**src/csup_pkg.sv**
```systemverilog
`timescale 1ns / 1ps
// Package for the chunked sample upload engine.
// Holds sizes, command and error codes, state and response types; depends on nothing.
package csup_pkg;

   localparam int SAMPLE_LEN_DEF   = 2500;
   localparam int MAX_CHUNK_DEF    = 112;
   localparam int PACKET_BYTES_DEF = 160;
   localparam int LEN_W            = 12;
   localparam int HDR_BYTES        = 12;

   localparam logic [15:0] RESP_MAGIC = 16'h3354;

   localparam logic [7:0] OP_PING   = 8'h01;
   localparam logic [7:0] OP_START  = 8'h10;
   localparam logic [7:0] OP_CHUNK  = 8'h11;
   localparam logic [7:0] OP_COMMIT = 8'h12;
   localparam logic [7:0] OP_RESET  = 8'h7F;

   localparam logic [15:0] ERR_START_LEN   = 16'd1;
   localparam logic [15:0] ERR_SAMPLE_LEN  = 16'd2;
   localparam logic [15:0] ERR_NO_SESSION  = 16'd3;
   localparam logic [15:0] ERR_CHUNK_SHORT = 16'd4;
   localparam logic [15:0] ERR_CHUNK_BIG   = 16'd5;
   localparam logic [15:0] ERR_CHUNK_LEN   = 16'd6;
   localparam logic [15:0] ERR_CHUNK_RANGE = 16'd7;
   localparam logic [15:0] ERR_CHUNK_SUM   = 16'd8;
   localparam logic [15:0] ERR_COMMIT_OPEN = 16'd9;
   localparam logic [15:0] ERR_COMMIT_LEN  = 16'd10;
   localparam logic [15:0] ERR_UNKNOWN     = 16'd11;

   typedef enum logic [3:0] {
      ST_CLEAR,
      ST_IDLE,
      ST_HDR,
      ST_EXEC,
      ST_CSUM,
      ST_CCHK,
      ST_COPY,
      ST_TSUM,
      ST_TCHK,
      ST_SUM,
      ST_RESP
   } state_type;

   typedef struct packed {
      logic             status;
      logic [7:0]       ack_cmd;
      logic [15:0]      chunk_offset;
      logic [LEN_W-1:0] received_length;
      logic [15:0]      chunk_total;
      logic [15:0]      extra_word;
      logic [15:0]      record_number;
      logic [31:0]      sample_number;
      logic [7:0]       label_echo;
      logic             start_inference;
   } rsp_fields_type;

endpackage

```
**src/csup_rsp_sum.sv**
```systemverilog
`timescale 1ns / 1ps
// Byte-sum checksum of the 19 little-endian bytes of the packed response record.
// Depends on csup_pkg for the response field type.
module csup_rsp_sum import csup_pkg::*; (
   input  rsp_fields_type fields,
   output logic [15:0]    sum
);

   logic [11:0] total;

   assign total = 12'(RESP_MAGIC[7:0]) + 12'(RESP_MAGIC[15:8])
                + 12'(fields.status) + 12'(fields.ack_cmd)
                + 12'(fields.chunk_offset[7:0]) + 12'(fields.chunk_offset[15:8])
                + 12'(fields.received_length[7:0])
                + 12'(fields.received_length[LEN_W-1:8])
                + 12'(fields.chunk_total[7:0]) + 12'(fields.chunk_total[15:8])
                + 12'(fields.extra_word[7:0]) + 12'(fields.extra_word[15:8])
                + 12'(fields.record_number[7:0]) + 12'(fields.record_number[15:8])
                + 12'(fields.sample_number[7:0]) + 12'(fields.sample_number[15:8])
                + 12'(fields.sample_number[23:16]) + 12'(fields.sample_number[31:24])
                + 12'(fields.label_echo);

   assign sum = 16'(total);

endmodule

```
**config.mk**
```make
export PLATFORM = sky130hd
export DESIGN_NAME = csup_rsp_sum
export DESIGN_NICKNAME = d
export VERILOG_FILES = /design/src/csup_pkg.sv /design/src/csup_rsp_sum.sv
export SDC_FILE = /design/constraint.sdc
export NUM_CORES = 1
export LEC_CHECK = 0
export BUFFER_PORTS_ARGS = -buffer_cell sky130_fd_sc_hd__buf_2
export CAP_MARGIN = 20
export CORE_UTILIZATION = 40
export DETAILED_ROUTE_END_ITERATION = 10
export PLACE_DENSITY = 0.68
export SYNTH_ARGS = -nofsm -noshare
export SYNTH_HDL_FRONTEND = slang
export SYNTH_SLANG_ARGS = --single-unit
```
**constraint.sdc**
```tcl
create_clock -name vclk -period 14
set_clock_uncertainty 0.2 [all_clocks]
set_input_delay 3.5 -clock vclk [all_inputs]
set_output_delay 3.5 -clock vclk [all_outputs]
set_load 0.02 [all_outputs]
```
# [Word level (Yosys, flattened, before mapping)]
# Cells that the tools add are included.
# W data, S select, Z words.
[classes] n_lt_le_gt_ge=0 n_eq_ne=0 n_reduce_logical=0 shift=0 mul=0 div_mod_pow=0 muxes=0 addsub=17 n_bitwise=0
[ops] cell="$add A12 B8 Y12" n=12
[ops] cell="$add A11 B8 Y12" n=1
[ops] cell="$add A12 B4 Y12" n=1
[ops] cell="$add A10 B8 Y11" n=1
[ops] cell="$add A9 B8 Y10" n=1
[ops] cell="$add A8 B1 Y9 const A" n=1
[totals] latch_bits=0 inputBits=126 elab_cells=17 memories=0 register_bits=0 mem_bits_rw=0 rom_bits=0

# [Longest topological paths before layout]
# Gate-level depths: netlist of run 1.
[logic_depth] ltp_word=17 depth_mapped=18

# [Least setup slack after synthesis of run 1]
# Ideal clock, no wire load.
[synth_timing] path_type="input to output" startpoint="in fields[99] in the netlist's numbering" endpoint="out sum[10]" stages=16 path_slack_ns=2.081 n_path_buf=0 arrival_ns=8.219 path_cell_list="inv_1 fa_1 fa_1 inv_1 fa_1 fa_1 fa_1 inv_1 fa_1 inv_1 ha_1 fa_1 a21oi_1 o211ai_1 o41ai_1 xnor2_1"
[synth_between] elab_chain_cells=12
[synth_rtl] element="start, declared" line_no="csup_rsp_sum.sv:5" text="input rsp_fields_type fields,"
[synth_rtl] element="$add A12 B4 Y12" line_no="csup_rsp_sum.sv:15" text="+ 12'(fields.received_length[LEN_W-1:8])"
[synth_rtl] element="$add A12 B8 Y12 (2 in a row)" line_no="csup_rsp_sum.sv:16" text="+ 12'(fields.chunk_total[7:0]) + 12'(fields.chunk_total[15:8])"
[synth_rtl] element="$add A12 B8 Y12 (2 in a row)" line_no="csup_rsp_sum.sv:17" text="+ 12'(fields.extra_word[7:0]) + 12'(fields.extra_word[15:8])"
[synth_rtl] element="$add A12 B8 Y12 (2 in a row)" line_no="csup_rsp_sum.sv:18" text="+ 12'(fields.record_number[7:0]) + 12'(fields.record_number[15:8])"
[synth_rtl] element="$add A12 B8 Y12 (2 in a row)" line_no="csup_rsp_sum.sv:19" text="+ 12'(fields.sample_number[7:0]) + 12'(fields.sample_number[15:8])"
[synth_rtl] element="$add A12 B8 Y12 (2 in a row)" line_no="csup_rsp_sum.sv:20" text="+ 12'(fields.sample_number[23:16]) + 12'(fields.sample_number[31:24])"
[synth_rtl] element="$add A12 B8 Y12" line_no="csup_rsp_sum.sv:21" text="+ 12'(fields.label_echo);"
[synth_rtl] element="end, declared" line_no="csup_rsp_sum.sv:6" text="output logic [15:0] sum"
# Every way passes these cells.

# [Worst setup path after layout of run 1]
# Ends and elaborated chain as after synthesis.

==> results of run 1 <==
cells in the final DEF (no fill, tap or decap):
cell / count
nand2_1: 1
o21bai_1: 2
a21oi_1: 2
xnor2_1: 6
o211ai_1: 1
nor2b_1: 1
buf_2: 137
and3_4: 1
ha_1: 25
and2_2: 1
or3b_1: 1
a2111oi_0: 1
a221oi_1: 1
or3_1: 1
a2111oi_4: 1
o21ai_0: 1
a21o_1: 3
nand3_1: 4
o41ai_1: 1
conb_1: 4
and3_2: 1
xor2_1: 2
nor2_1: 3
inv_1: 204
fa_1: 108
nor3_1: 3
a2111oi_2: 1
logic make-up after synthesis:
group | share of synthesized area, %
AO/OA/AOI/OAI | 3.609
XOR/XNOR | 1.962
adder cells (fa/ha/maj) | 69.31
buffers and inverters | 22.28
other | 0.1050
AND/OR/NAND/NOR | 2.733
routing by layer:
metal / routed length, um / share of wire [%] / track usage (%)
met5: 0 / 0 / 0
met4: 10 / 0.17 / 0.2451
met3: 387 / 6.4 / 0.7042
met2: 3257 / 54 / 26.58
met1: 2356 / 39 / 16.57
stage by stage:
| stage | area, um2 | hold WS, ps | setup slack, ps |
|---|---|---|---|
| after floorplan | 3582 | 7110 | 2081 |
| after global placement | 4373 | 7244 | 1604 |
| after detailed placement | 4373 | 7245 | 1589 |
| after CTS | 4373 | 7253 | 1540 |
| after global routing | 4373 | 7282 | 1319 |
| final | 4373 | 7246 | 1558 |
area by class of cell:
| type | count | area, um2 | area share (%) |
|---|---|---|---|
| multi-input cells | 176 | 2786 | 63.72 |
| inverters | 204 | 765.7 | 17.51 |
| repair buffers | 137 | 685.7 | 15.68 |
| well taps | 108 | 135.1 | 3.090 |
path summary, 6_finish.rpt:
check	end	from	slack (ps)
max	sum[10]	fields[99]	1560
min	sum[0]	fields[125]	7250
worst min-delay path, cell delays in order:
cell and delay [ps]:
buf_2 80, ha_1 110, ha_1 110, buf_2 150
==> results.yml, run 1 <==
status:
  status: "complete, no violations"
detailed_routing:
  drc_errors: 0
  drt_iter0_drc: 36
  via_count: 2603
  routedWlPerCell_um: 9.619
  ant_nets: 0
  wirelength_mm: 6.012
  first_pass_iters: 4
  viasPerCell: 4.165
global_routing:
  grt_max_degree: 7
  grt_pass1_wl_mm: 9.970
  grt_overflow: 0
  grtUsageTotal_pct: 13.32
  antenna_found_initial: 0
  grt_pass1_vias: 2558
worst_hold_path:
  min_path_cells: 4
  hold_class: "primary input to primary output"
finish:
  instances_no_fill: 625
  sequential_cell_total: 0
  drive_gt1_share_pct: 27.47
  syn_to_final_growth_pct: 22.46
  regArea_um2: 0
  fill_cells: 818
  nets: 778
  clkbuf_count: 0
  n_antenna_cell: 0
  final_util_pct: 50.39
synthesis:
  synth_top_area_share_pct: 60.55
  synth_area_leaders: "fa_1 61%, inv_1 21%, ha_1 8.8%"
  yosysMostFrequentCell: "inv_1"
  synthCells: 381
  yosys-top-cells-count: "204 x inv_1, 108 x fa_1, 25 x ha_1"
  syn-mean-instance-area_um2: 9.373
  synth-warning-count: 0
  seq_area_frac_synth_pct: 0
  netlist_area_um2: 3571
  ys_types: 27
  synth_largest_area_cell: "fa_1"
clocking:
  cts_resized: 0
  cts_hold_buf: 0
  cts_setup_buffers: 0
setup_path:
  start_kind: "primary input"
  crit_buf_inv: 6
  cp_top_family: "adder cells"
  crit_chain: "buf_2 -> inv_1 -> fa_1 -> fa_1 -> inv_1 -> fa_1 -> fa_1 -> fa_1 -> inv_1 -> fa_1 -> inv_1 -> ha_1 -> fa_1 -> a21oi_1 -> o211ai_1 -> o41ai_1 -> xnor2_1 -> buf_2"
  crit_cells: 18
  worst_setup_path_end_kind: "primary output"
  crit_fanout: 2
  cp.required_ps: 10300
  cp_slowest_cell: "fa_1"
  critPathKind: "primary input to primary output"
  worstPathArrival_ps: 8740
  cpPeakStageDelay_ps: 560
  cp_common_cell: "fa_1"
timing:
  setup-violations-final: 0
  finalHoldViolCount: 0
  fmax_ghz: 0.08037
  fin_crit_sh_pct: 88.87
  rsz0062_at_grt: "no"
  final_max_slew_viol_count: 0
  finalCriticalPeriod_ps: 12440
  setup_tns_ps: 0
placed_design:
  place.port_buffers: 137
  gp_congestion: 0.7872
  place_inst: 625
  dp_hpwl_mm: 6.111
die:
  fp.dieH_um: 96.49
  fp.dieW_um: 96.49
  initial_core_util_pct: 41.15
  ios: 142
  core-area_um2: 8678
  dieArea_um2: 9309
  fp-row-count: 34
flow_run:
  maxCapViolations: 0
Power of run 1 is left out: the tool's default activity adds up to more than one toggle a clock period on the data nets, which glitch-free logic cannot reach.
==> inputs of run 2 (changes only) <==
--- a/config.mk
+++ b/config.mk
@@ -5,8 +5,10 @@
 export SDC_FILE = /design/constraint.sdc
 export NUM_CORES = 1
 export LEC_CHECK = 0
+export ABC_AREA = 1
 export BUFFER_PORTS_ARGS = -buffer_cell sky130_fd_sc_hd__buf_2
 export CAP_MARGIN = 20
+export CORE_MARGIN = 5
 export CORE_UTILIZATION = 40
 export DETAILED_ROUTE_END_ITERATION = 10
 export PLACE_DENSITY = 0.68
==> run 2 against run 1 <==
Net effect:
- worst setup slack better by 450 ps
- synthesized cell count increased by 7.1%
- count of clock-buffer cells in the layout unchanged
- sequential cell count stayed put
- routed wire length up 9.1%
- hold slack better by 14 ps
- non-clock buffer count unchanged
- final cell count is 4.3% higher
- synthesized area is 0.98% higher
- design area increased by 0.80%
- maximum frequency up 3.8%
==> results.yml, run 2 <==
status:
  status: "complete, no violations"
detailed_routing:
  wirelength_mm: 6.562
  via_count: 2627
  drc_errors: 0
  ant_nets: 0
  drt_iter0_drc: 53
  first_pass_iters: 4
  routedWlPerCell_um: 10.06
  viasPerCell: 4.029
finish:
  sequential_cell_total: 0
  multi_input_area_um2: 2791
  drive_gt1_share_pct: 26.47
  finalInstanceArea_um2: 4408
  nets: 805
  regArea_um2: 0
  layout.cells.most_common_list: "209 x inv_1, 137 x buf_2, 108 x fa_1, 28 x nand2_1, 25 x ha_1"
  clkbuf_count: 0
  syn_to_final_growth_pct: 22.24
  fill_cells: 850
  instances_no_fill: 652
  final_common_cell: "inv_1"
  n_antenna_cell: 0
setup_path:
  worstPathArrival_ps: 8290
  cp.required_ps: 10300
  worst_setup_path_end_kind: "primary output"
  start_kind: "primary input"
  critPathKind: "primary input to primary output"
  crit_fanout: 3
synthesis:
  yosys.area_share.simple_pct: 5.968
  synth_fa_ha_area_share_pct: 68.63
  synth-compound-area-share_pct: 0.9368
  yosys-top-cells-count: "209 x inv_1, 108 x fa_1, 28 x nand2_1"
  synth_area_leaders: "fa_1 60%, inv_1 22%, ha_1 8.7%"
  synthCells: 408
  ys_types: 21
  synth_xor_area_share_pct: 1.457
  syn-mean-instance-area_um2: 8.838
  synth_top_family_by_area: "adder cells"
  seq_area_frac_synth_pct: 0
  yosysMostFrequentCell: "inv_1"
  synth-warning-count: 0
  synth_top_area_share_pct: 59.96
  netlist_area_um2: 3606
  synth.area.mux_share_pct: 0
  synth_largest_area_cell: "fa_1"
global_routing:
  antenna_found_initial: 0
  grt_overflow: 0
  grtUsageTotal_pct: 13.30
  grt_pass1_wl_mm: 12.74
  grt_pass1_vias: 3164
  grt_max_degree: 6
die:
  dieArea_um2: 11010
  core-area_um2: 8763
  fp.dieW_um: 104.9
  fp-row-count: 34
  ios: 142
  initial_core_util_pct: 41.15
  fp.dieH_um: 104.9
timing:
  rsz0062_at_grt: "no"
  fin_crit_sh_pct: 85.64
  finalHoldViolCount: 0
  fin_ws_ps: 2010
  finalCriticalPeriod_ps: 11990
  fmax_ghz: 0.08340
  setup-violations-final: 0
  final_max_slew_viol_count: 0
  setup_tns_ps: 0
clocking:
  cts_resized: 0
  cts_hold_buf: 0
  cts_setup_buffers: 0
flow_run:
  maxCapViolations: 0
placed_design:
  place_ws_ps: 1974
  gp_congestion: 0.7997
  dp_hpwl_mm: 6.740
  place.port_buffers: 137
  placed_area_um2: 4408
  place_inst: 652
worst_hold_path:
  hold_class: "primary input to primary output"
## run 2: cell count changes in the layout (fill, tap and decap cells not counted), sizes merged, moves of 2 or more
cell / previous run / this run
a2111oi: 3 / 0
nand3: 4 / 7
nor3: 3 / 0
nor2: 3 / 7
xor2: 2 / 4
nand2: 1 / 30
inv: 204 / 210
clkinv: 0 / 2
xnor2: 6 / 2
a21o: 3 / 1
and3: 2 / 0
nand4: 0 / 2
## run 2: final timing paths
path  slack, ps   startpoint     end  depth (start not counted)
min        7260  fields[125]  sum[0]                          4
max        2010   fields[99]  sum[8]                         19
## run 2: logic make-up after synthesis
group                      after synthesis
and+or+nand+nor                         47
xor gates and xnor gates                 6
AOI/OAI and AO/OA                        5
adders and majority gates              133
buffers and inverters                  216
other                                    1
## run 2: per-stage QoR
| step | hold slack, ps | utilization [%] |
|---|---|---|
| after detailed placement | 7267 | 50.30 |
| final | 7260 | 50.30 |
| after CTS | 7268 | 50.30 |
| after global routing | 7313 | 50.30 |
| after floorplan | 7110 | - |
| after global placement | 7250 | 50.30 |
## run 2: worst max-delay path, stage by stage
cell	delay [ps]
buf_2	80
inv_1	50
fa_1	520
fa_1	550
inv_1	50
fa_1	480
fa_1	520
fa_1	560
inv_1	60
fa_1	520
inv_1	40
ha_1	250
fa_1	410
nand2_1	90
nand2_1	90
nand3_1	80
nand2_1	70
xor2_1	180
buf_2	200
## run 2: area by class of cell
cell class	instances	area share (%)
inverters	212	18.05
multi-input cells	195	63.33
well taps	108	3.066
repair buffers	137	15.55
## run 2: metal layers
| metal | share of wire (%) | GRT usage (%) |
|---|---|---|
| met3 | 7.8 | 1.911 |
| met5 | 0 | 0 |
| met1 | 37 | 16.04 |
| met2 | 55 | 26.30 |
| met4 | 0 | 0.1826 |
Power of run 2 is left out for the same reason.
